<file path="src/hdl/svc_pkg.sv">
package svc_pkg;

  // Field widths fixed by the item format
  localparam int unsigned ID_W     = 63;
  localparam int unsigned OP_W     = 2;
  localparam int unsigned STATUS_W = 2;

  // Opcodes of an input beat
  localparam logic [OP_W-1:0] OP_CLEAR  = 2'd0;
  localparam logic [OP_W-1:0] OP_APPEND = 2'd1;
  localparam logic [OP_W-1:0] OP_QUERY  = 2'd2;

  // Result status codes
  localparam logic [STATUS_W-1:0] ST_OK    = 2'd0;
  localparam logic [STATUS_W-1:0] ST_ORDER = 2'd1;
  localparam logic [STATUS_W-1:0] ST_FULL  = 2'd2;

  // Configuration register indexes
  localparam logic REG_LOWER = 1'b0;
  localparam logic REG_UPPER = 1'b1;

  // Commands from the controller to the datapath
  typedef struct packed {
    logic load;   // capture the input beat
    logic exec;   // evaluate the captured item
    logic rd;     // issue a list read at the probe midpoint
    logic cmp;    // compare the read entry and narrow the window
    logic emit;   // move the result into the output register
  } svc_cmd_t;

  // Status from the datapath to the controller
  typedef struct packed {
    logic need_search;  // query falls inside the bounds and the list is not empty
    logic search_last;  // this compare ends the search
    logic out_busy;     // output register holds a beat that is not taken this cycle
  } svc_stat_t;

endpackage

</file>
<file path="src/hdl/svc_ram.sv">
module svc_ram #(
  parameter int unsigned WIDTH = 63,
  parameter int unsigned DEPTH = 64
) (
  input  logic                                          clk,
  input  logic                                          wr_en,
  input  logic [((DEPTH > 1) ? $clog2(DEPTH) : 1)-1:0] wr_addr,
  input  logic [WIDTH-1:0]                              wr_data,
  input  logic                                          rd_en,
  input  logic [((DEPTH > 1) ? $clog2(DEPTH) : 1)-1:0] rd_addr,
  output logic [WIDTH-1:0]                              rd_data
);

  logic [WIDTH-1:0] mem [DEPTH];
  logic [WIDTH-1:0] rd_data_r;

  // Write port
  always_ff @(posedge clk) begin
    if (wr_en) begin
      mem[wr_addr] <= wr_data;
    end
  end

  // Registered read port
  always_ff @(posedge clk) begin
    if (rd_en) begin
      rd_data_r <= mem[rd_addr];
    end
  end

  assign rd_data = rd_data_r;

endmodule

</file>
<file path="src/hdl/svc_dp.sv">
module svc_dp #(
  parameter int unsigned MAX_RUNNING = 64
) (
  input  logic                          clk,
  input  logic                          rst_n,
  input  logic [71:0]                   in_tdata,
  input  logic                          out_tready,
  output logic                          out_tvalid,
  output logic [7:0]                    out_tdata,
  input  logic                          cfg_wr_en,
  input  logic                          cfg_index,
  input  logic [svc_pkg::ID_W-1:0]      cfg_wr_data,
  input  svc_pkg::svc_cmd_t             cmd,
  output svc_pkg::svc_stat_t            stat
);

  localparam int unsigned CW = $clog2(MAX_RUNNING + 1);
  localparam int unsigned AW = (MAX_RUNNING > 1) ? $clog2(MAX_RUNNING) : 1;
  localparam logic [CW-1:0] COUNT_MAX = CW'(MAX_RUNNING);

  // Configuration
  logic [svc_pkg::ID_W-1:0] lower_r;
  logic [svc_pkg::ID_W-1:0] upper_r;

  // Snapshot state
  logic [CW-1:0]            count_r;
  logic [svc_pkg::ID_W-1:0] prev_r;

  // Captured item
  logic [svc_pkg::OP_W-1:0] op_r;
  logic [svc_pkg::ID_W-1:0] id_r;

  // Search window
  logic [CW-1:0] lo_r;
  logic [CW-1:0] hi_r;
  logic [CW-1:0] mid_r;

  // Pending result
  logic                         res_vis_r;
  logic [svc_pkg::STATUS_W-1:0] res_st_r;

  // Output register
  logic                         out_valid_r;
  logic                         out_vis_r;
  logic [svc_pkg::STATUS_W-1:0] out_st_r;

  logic                     id_lt_lower;
  logic                     id_ge_upper;
  logic                     id_le_prev;
  logic                     list_full;
  logic                     app_ok;
  logic [CW-1:0]            mid;
  logic [svc_pkg::ID_W-1:0] ram_rd_data;
  logic                     ent_eq;
  logic                     ent_lt;
  logic [CW-1:0]            lo_nxt;
  logic [CW-1:0]            hi_nxt;

  // Window and list checks on the captured id
  assign id_lt_lower = id_r < lower_r;
  assign id_ge_upper = id_r >= upper_r;
  assign id_le_prev  = id_r <= prev_r;
  assign list_full   = count_r >= COUNT_MAX;
  assign app_ok      = (op_r == svc_pkg::OP_APPEND) && !id_le_prev && !id_lt_lower &&
                       !id_ge_upper && !list_full;

  // Probe midpoint and window update
  assign mid    = lo_r + ((hi_r - lo_r) >> 1);
  assign ent_eq = ram_rd_data == id_r;
  assign ent_lt = ram_rd_data < id_r;
  assign lo_nxt = ent_lt ? (mid_r + CW'(1)) : lo_r;
  assign hi_nxt = (!ent_lt && !ent_eq) ? mid_r : hi_r;

  assign stat.need_search = (op_r == svc_pkg::OP_QUERY) && !id_lt_lower && !id_ge_upper &&
                            (count_r != '0);
  assign stat.search_last = ent_eq || (lo_nxt >= hi_nxt);
  assign stat.out_busy    = out_valid_r && !out_tready;

  svc_ram #(
    .WIDTH (svc_pkg::ID_W),
    .DEPTH (MAX_RUNNING)
  ) u_list (
    .clk     (clk),
    .wr_en   (cmd.exec && app_ok),
    .wr_addr (count_r[AW-1:0]),
    .wr_data (id_r),
    .rd_en   (cmd.rd),
    .rd_addr (mid[AW-1:0]),
    .rd_data (ram_rd_data)
  );

  // Configuration registers
  always_ff @(posedge clk) begin
    if (!rst_n) begin
      lower_r <= svc_pkg::ID_W'(1);
      upper_r <= svc_pkg::ID_W'(1);
    end else if (cfg_wr_en) begin
      if (cfg_index == svc_pkg::REG_LOWER) begin
        lower_r <= cfg_wr_data;
      end else begin
        upper_r <= cfg_wr_data;
      end
    end
  end

  // List count and last accepted id
  always_ff @(posedge clk) begin
    if (!rst_n) begin
      count_r <= '0;
      prev_r  <= '0;
    end else if (cmd.exec) begin
      if (op_r == svc_pkg::OP_CLEAR) begin
        count_r <= '0;
        prev_r  <= '0;
      end else if (app_ok) begin
        count_r <= count_r + CW'(1);
        prev_r  <= id_r;
      end
    end
  end

  // Capture item, evaluate, and step the search
  always_ff @(posedge clk) begin
    if (cmd.load) begin
      op_r <= in_tdata[svc_pkg::OP_W-1:0];
      id_r <= in_tdata[svc_pkg::OP_W +: svc_pkg::ID_W];
    end
    if (cmd.exec) begin
      lo_r      <= '0;
      hi_r      <= count_r;
      res_vis_r <= 1'b0;
      res_st_r  <= svc_pkg::ST_OK;
      case (op_r)
        svc_pkg::OP_APPEND: begin
          if (id_le_prev || id_lt_lower || id_ge_upper) begin
            res_st_r <= svc_pkg::ST_ORDER;
          end else if (list_full) begin
            res_st_r <= svc_pkg::ST_FULL;
          end
        end
        svc_pkg::OP_QUERY: begin
          res_vis_r <= id_lt_lower || (!id_ge_upper && (count_r == '0));
        end
        default: begin
        end
      endcase
    end
    if (cmd.rd) begin
      mid_r <= mid;
    end
    if (cmd.cmp) begin
      lo_r      <= lo_nxt;
      hi_r      <= hi_nxt;
      res_vis_r <= !ent_eq;
    end
  end

  // Output register: hold until taken
  always_ff @(posedge clk) begin
    if (!rst_n) begin
      out_valid_r <= 1'b0;
    end else if (cmd.emit) begin
      out_valid_r <= 1'b1;
    end else if (out_tready) begin
      out_valid_r <= 1'b0;
    end
  end

  always_ff @(posedge clk) begin
    if (cmd.emit) begin
      out_vis_r <= res_vis_r;
      out_st_r  <= res_st_r;
    end
  end

  assign out_tvalid = out_valid_r;
  assign out_tdata  = {5'b0, out_st_r, out_vis_r};

  // The list never grows past its capacity
  a_count_cap: assert property (@(posedge clk) disable iff (!rst_n)
    count_r <= COUNT_MAX)
    else $error("list count above capacity");

  // A probe is only issued into a non-empty window inside the list
  a_probe_window: assert property (@(posedge clk) disable iff (!rst_n)
    cmd.rd |-> (lo_r < hi_r) && (hi_r <= count_r))
    else $error("probe outside the list");

  // A new result never overwrites a beat that is still waiting
  a_emit_free: assert property (@(posedge clk) disable iff (!rst_n)
    cmd.emit |-> !(out_valid_r && !out_tready))
    else $error("result overwrites a pending beat");

endmodule

</file>
<file path="src/hdl/svc_ctrl.sv">
module svc_ctrl (
  input  logic               clk,
  input  logic               rst_n,
  input  logic               in_tvalid,
  output logic               in_tready,
  input  svc_pkg::svc_stat_t stat,
  output svc_pkg::svc_cmd_t  cmd
);

  localparam logic [2:0] S_IDLE = 3'd0;
  localparam logic [2:0] S_EXEC = 3'd1;
  localparam logic [2:0] S_RD   = 3'd2;
  localparam logic [2:0] S_CMP  = 3'd3;
  localparam logic [2:0] S_EMIT = 3'd4;

  logic [2:0] state_r;
  logic [2:0] state_nxt;

  // Next state and commands
  always_comb begin
    state_nxt = state_r;
    cmd       = '0;
    unique case (state_r)
      S_IDLE: begin
        cmd.load = in_tvalid;
        if (in_tvalid) begin
          state_nxt = S_EXEC;
        end
      end
      S_EXEC: begin
        cmd.exec  = 1'b1;
        state_nxt = stat.need_search ? S_RD : S_EMIT;
      end
      S_RD: begin
        cmd.rd    = 1'b1;
        state_nxt = S_CMP;
      end
      S_CMP: begin
        cmd.cmp   = 1'b1;
        state_nxt = stat.search_last ? S_EMIT : S_RD;
      end
      S_EMIT: begin
        if (!stat.out_busy) begin
          cmd.emit  = 1'b1;
          state_nxt = S_IDLE;
        end
      end
      default: begin
        state_nxt = S_IDLE;
      end
    endcase
  end

  always_ff @(posedge clk) begin
    if (!rst_n) begin
      state_r <= S_IDLE;
    end else begin
      state_r <= state_nxt;
    end
  end

  assign in_tready = state_r == S_IDLE;

  // An accepted beat is evaluated in the next cycle
  a_accept_exec: assert property (@(posedge clk) disable iff (!rst_n)
    (in_tvalid && in_tready) |=> (state_r == S_EXEC))
    else $error("accepted beat not evaluated");

endmodule

</file>
<file path="src/hdl/snapshot_visibility_check_core.sv">
// Snapshot visibility checker. Holds one transaction snapshot (lower and upper
// bound registers plus a sorted list of in-progress ids in a single-port-read
// RAM) and answers one result beat per input beat: clear the list, append an
// id (status 1 when not strictly ascending or outside [lower, upper), status 2
// when the list is full), or test an id for visibility. Clear, append and
// queries that fall outside the bounds or meet an empty list go from accept
// through evaluation straight to the result. A query inside the bounds
// binary-searches the list: each probe is a RAM read, then a compare, with
// probes at most ceil(log2(count + 1)). One item is in flight at a time; the
// next beat is taken as soon as the result sits in the output register, even
// if that beat has not been drained yet. Write the bounds only while idle.
module snapshot_visibility_check_core #(
  parameter int unsigned MAX_RUNNING = 64
) (
  input  logic        clk,
  input  logic        rst_n,
  input  logic        in_tvalid,
  output logic        in_tready,
  input  logic [71:0] in_tdata,     // [1:0] opcode, [64:2] id_value, [71:65] zero
  output logic        out_tvalid,
  input  logic        out_tready,
  output logic [7:0]  out_tdata,    // [0] visible, [2:1] status, [7:3] zero
  input  logic        cfg_wr_en,
  input  logic        cfg_index,
  input  logic [62:0] cfg_wr_data
);

  svc_pkg::svc_cmd_t  cmd;
  svc_pkg::svc_stat_t stat;

  svc_ctrl u_ctrl (
    .clk       (clk),
    .rst_n     (rst_n),
    .in_tvalid (in_tvalid),
    .in_tready (in_tready),
    .stat      (stat),
    .cmd       (cmd)
  );

  svc_dp #(
    .MAX_RUNNING (MAX_RUNNING)
  ) u_dp (
    .clk         (clk),
    .rst_n       (rst_n),
    .in_tdata    (in_tdata),
    .out_tready  (out_tready),
    .out_tvalid  (out_tvalid),
    .out_tdata   (out_tdata),
    .cfg_wr_en   (cfg_wr_en),
    .cfg_index   (cfg_index),
    .cfg_wr_data (cfg_wr_data),
    .cmd         (cmd),
    .stat        (stat)
  );

endmodule
</file>
<file path="config.mk">
export PLATFORM = sky130hd
export DESIGN_NAME = snapshot_visibility_check_core
export DESIGN_NICKNAME = d
export VERILOG_FILES = /design/src/hdl/svc_pkg.sv /design/src/hdl/svc_ram.sv /design/src/hdl/svc_dp.sv /design/src/hdl/svc_ctrl.sv /design/src/hdl/snapshot_visibility_check_core.sv
export SDC_FILE = /design/constraint.sdc
export NUM_CORES = 2
export LEC_CHECK = 0
export BUFFER_PORTS_ARGS = -buffer_cell sky130_fd_sc_hd__buf_4
export CAP_MARGIN = 20
export CORE_MARGIN = 3
export CORE_UTILIZATION = 25
export CTS_BUF_LIST = sky130_fd_sc_hd__clkbuf_16
export CTS_CLUSTER_DIAMETER = 60
export DETAILED_ROUTE_END_ITERATION = 7
export GPL_ROUTABILITY_DRIVEN = 0
export PLACE_DENSITY = 0.36
export SLEW_MARGIN = 5
export SYNTH_ARGS = -nofsm -noshare
export SYNTH_HDL_FRONTEND = slang
export SYNTH_SLANG_ARGS = --single-unit
</file>
<file path="constraint.sdc">
create_clock -name clk -period 7.7 [get_ports clk]
set_clock_uncertainty 0.1 [all_clocks]
set_input_delay 1.54 -clock clk [delete_from_list [all_inputs] [get_ports clk]]
set_output_delay 1.54 -clock clk [all_outputs]
set_load 0.005 [all_outputs]
</file>
==> run summary <==
The detail route stage leaves a number of antenna-violating nets equal to 0. The endpoint of the worst hold path is u_dp.out_st_r[1]. After the first detailed-routing iteration, the DRC count stood at 7959. After the last flow step, the layout net total stands at 8924. Summed over all nets, the half-perimeter wirelength after detailed placement is 321 mm.

The sequential cell fraction of total power was 0.453. The buffer levels on the longest clock path was 4; the flop and latch count out of synthesis was 4387. For the top achievable clock speed, the log shows 147 MHz. STA puts the critical path data arrival time at 7600 ps.

The switching power as a share of total power was 0.252. The area added between synthesis and finish is 18.8%, and the vias per cell is 4.67. In this run the critical register-to-register path is captured at u_ctrl.state_r[2]. The number of warnings printed during yosys synthesis came out at 0.

The run gives 0.142 as the combinational share of power. STA puts the critical path data required time at 8520 ps. Setup repair after global routing left no endpoint under its margin.

The share of cells above drive strength 1 is 0.296. The final number of max-transition violations is 0. The first global-routing pass estimated 800 mm of wire.

TritonCTS built the clock tree. For this design the ratio of total power to cell area is 284 mW/mm². The final layout contains routed wiring with a total length of 592 mm. The number of synthesized flops with an enable pin was 4187. The finished layout holds 18100 standard cells, fillers aside. The run gives 0.299 as the utilization after layout.

Adding up every negative setup slack in the final design gives 0 ps. In this run the clock root is driven by a sky130_fd_sc_hd__clkbuf_16. DRC violation count after routing: 0. For the total routing usage reported by global routing, the log shows 0.165. For the number of global-route vias before repair, the log shows 89300. The tools report the static power due to leakage as 63.9 nW. The floorplan step defined a die boundary enclosing 0.701 mm². The worst hold path class is flip-flop to flip-flop. VDD sags by at most 245 µV. For the total iterations of the first detailed-routing run, the log shows 6. The die boundary width is 837 µm. In this run, post-CTS hold repair placed 0 buffers. Type of origin of the critical path: a flip-flop. The most used flip-flop cell after synthesis is sky130_fd_sc_hd__edfxtp_1. The post-place setup slack came out at 767 ps.

Clock latency on the worst-skew pair, taken at its later pin, is 1050 ps. The logs give 0.251 for the initial standard-cell utilization of the core and 0.687 mm² for the placeable core area. The sequential area share after synthesis is 0.752. The number of setup buffers added after CTS is 0, and the CTS sink count is 4387. The tools report the setup slack after layout as 920 ps. The worst setup path is of the flip-flop to flip-flop kind. A synthesized cell averages 22.0 µm². The max-cap check violation count is 0, and the maximum fanout encountered on the critical timing path is 26.

The run gives 6 as the number of H-tree branching levels. The initial antenna violation count came out at 57. The startpoint identified for the worst register-to-register timing path is u_dp.id_r[17]. The startpoint identified for the worst hold timing path is u_dp.res_st_r[1]. After clock tree synthesis, the clock-pin slew on the worst setup and hold paths is 50 ps. Port buffering added 138 buffers. The final count of hold timing violations was 0; the count of standard-cell rows was 304. The run gives 151 as the total I/O pin count. The maximum number of pins on one net before global-route repair was 137; the distinct cell type count of the synthesized netlist was 69. The run gives 0.404 as the clock share of power.

The count of instances resized after the clock tree is built was 0; the internal power was 0.0436 W. The final route contains 84500 vias. Counting the buffers created by CTS gives 519. The post-synthesis cell count is 7859, and the post-synthesis instance area is 0.173 mm². The die is 837 µm tall. Normalized max-slew margin: 0.204. The power dissipated by switching net loads is 0.0147 W, and the slew of the pin with the lowest slew margin is 1190 ps. The final period demand of the worst path works out to 6780 ps. Setup violations remaining at the end of the flow were counted as 0. The type of element capturing the critical path was a flip-flop. The run finished with clean final reports. The post-synthesis async set-or-reset flop share was 0; the setup slack of the worst register-to-register path was 920 ps. For the worst flop-to-flop path, the logic depth is 20.

The minimum hold slack is 333 ps. In the final routed layout, each cell accounts on average for 32.7 µm. The filler cells instantiated in the layout total 66400. The part of the cycle the worst path needs is 0.881. The total instance count after detailed placement was 17200; the sum of overflow across all layers after global routing was 0. Counting instances, the worst hold path has a depth of 0.
-- synthesized netlist by cell type (all sizes together), types with 11 or more instances --
cell type	count	area, µm²
ha	272	3400
nand3b	70	526
mux2	11	124
dfxtp	200	4000
nor3	21	116
clkbuf	250	938
nand2	370	1420
a21boi	193	1490
buf	132	688
xnor2	14	123
nand3	36	190
edfxtp	4187	126000
a21o	54	405
nor2	117	442
nor4	15	93.8
o21ai	48	240
nand4	53	407
a21oi	92	460
inv	275	1030
mux4	1323	29800
a2111oi	11	96.3
-- through the flow --
step,total power [W],instance area (µm²)
2_1_floorplan,0.0319,173000
3_3_place_gp,0.0354,189000
3_5_place_dp,0.0354,189000
4_1_cts,0.0593,205000
5_1_grt,0.0604,205000
6_report,0.0583,205000
-- critical path, cell delays in order, from the launching register on --
cell and delay [ps]:
sky130_fd_sc_hd__edfxtp_1 900, sky130_fd_sc_hd__inv_1 190, sky130_fd_sc_hd__ha_1 360, sky130_fd_sc_hd__nand4_1 300, sky130_fd_sc_hd__nor4_1 350, sky130_fd_sc_hd__buf_4 270
sky130_fd_sc_hd__nand3_1 590, sky130_fd_sc_hd__o21ai_1 510, sky130_fd_sc_hd__nor3_4 150, sky130_fd_sc_hd__nor2_2 430, sky130_fd_sc_hd__mux2_2 400, sky130_fd_sc_hd__ha_1 290
sky130_fd_sc_hd__nand2b_1 140, sky130_fd_sc_hd__a21o_1 180, sky130_fd_sc_hd__a21o_1 180, sky130_fd_sc_hd__a21o_1 180, sky130_fd_sc_hd__a21o_1 180, sky130_fd_sc_hd__a21o_1 180
sky130_fd_sc_hd__a211oi_1 380, sky130_fd_sc_hd__o22ai_1 120, sky130_fd_sc_hd__o21a_1 210
-- power by group through the flow --
stage	clock (W)	combinational [W]	sequential (W)
floorplan	0	0.00480	0.0271
global placement	0	0.00852	0.0269
detailed placement	0	0.00853	0.0269
CTS	0.0243	0.00858	0.0264
global route	0.0252	0.00883	0.0264
finish	0.0236	0.00831	0.0264
-- cell families after synthesis --
family                     count (synthesis)  share of synthesized area
AOI/OAI and AO/OA                        443                     0.0177
xor gates and xnor gates                  16                   0.000812
adders and majority gates                274                     0.0199
buffers and inverters                    657                     0.0154
DFF                                     4387                      0.752
muxes                                   1344                      0.174
other                                      1                  0.0000217
and+or+nand+nor                          737                     0.0207
-- layout make-up --
type                            instances  area, µm²  area share
Sequential cell                      4387     130000       0.632
Multi-Input combinational cell       2819      40800       0.199
Clock buffer                          543      13600      0.0662
Tap cell                             9180      11500      0.0560
Timing Repair Buffer                  507       5880      0.0287
Clock inverter                        368       2550      0.0124
Inverter                              275       1030     0.00503
Antenna cell                            8       20.0   0.0000976
-- metal layers --
layer / share of wire / GRT usage
met5: 0.000022 / 0
met4: 0.019 / 0.0302
met3: 0.041 / 0.0202
met2: 0.50 / 0.287
met1: 0.44 / 0.225
-- worst max path at each step --
stage / start / to
after floorplan: u_dp.id_r[58] / u_dp.u_list.mem[29][0]
after global placement: u_dp.id_r[17] / u_ctrl.state_r[1]
after detailed placement: u_dp.id_r[17] / u_ctrl.state_r[1]
after CTS: u_dp.id_r[17] / u_ctrl.state_r[1]
after global routing: u_dp.id_r[17] / u_ctrl.state_r[1]
final: u_dp.id_r[17] / u_ctrl.state_r[2]
-- sequential cells by signal, summed over array words and instances, names as in the netlist --
| register | cells |
|---|---|
| u_dp.op_r | 2 |
| u_dp.out_vis_r | 1 |
| u_dp.out_st_r | 2 |
| u_dp.res_vis_r | 1 |
| u_dp.lo_r | 7 |
| u_dp.count_r | 7 |
| u_dp.hi_r | 7 |
| u_dp.mid_r | 7 |
| u_dp.id_r | 63 |
| u_dp.prev_r | 63 |
| u_dp.out_tvalid | 1 |
| u_dp.lower_r | 63 |
| u_dp.u_list.rd_data | 63 |
| u_dp.res_st_r | 2 |
| u_ctrl.state_r | 3 |
| u_dp.upper_r | 63 |
| u_dp.u_list.mem | 4032 |
-- cell usage in the layout, fill, tap and decap left out, types with 48 or more instances in the layout --
| cell | synthesis | routed |
|---|---|---|
| sky130_fd_sc_hd__buf_4 | 7 | 341 |
| sky130_fd_sc_hd__clkinv_2 | 0 | 57 |
| sky130_fd_sc_hd__nand4_1 | 48 | 48 |
| sky130_fd_sc_hd__nand2_1 | 359 | 358 |
| sky130_fd_sc_hd__clkbuf_16 | 0 | 543 |
| sky130_fd_sc_hd__mux4_2 | 1323 | 1323 |
| sky130_fd_sc_hd__clkinv_1 | 0 | 107 |
| sky130_fd_sc_hd__ha_1 | 272 | 271 |
| sky130_fd_sc_hd__nor2_4 | 0 | 64 |
| sky130_fd_sc_hd__a21o_1 | 54 | 54 |
| sky130_fd_sc_hd__edfxtp_1 | 4187 | 4187 |
| sky130_fd_sc_hd__dfxtp_1 | 200 | 200 |
| sky130_fd_sc_hd__a21oi_1 | 92 | 92 |
| sky130_fd_sc_hd__buf_12 | 1 | 163 |
| sky130_fd_sc_hd__inv_1 | 275 | 397 |
| sky130_fd_sc_hd__nor2_1 | 116 | 52 |
| sky130_fd_sc_hd__a21boi_0 | 137 | 137 |
| sky130_fd_sc_hd__nand3b_1 | 70 | 70 |
No activity file was read; power rests on OpenSTA's default activity.
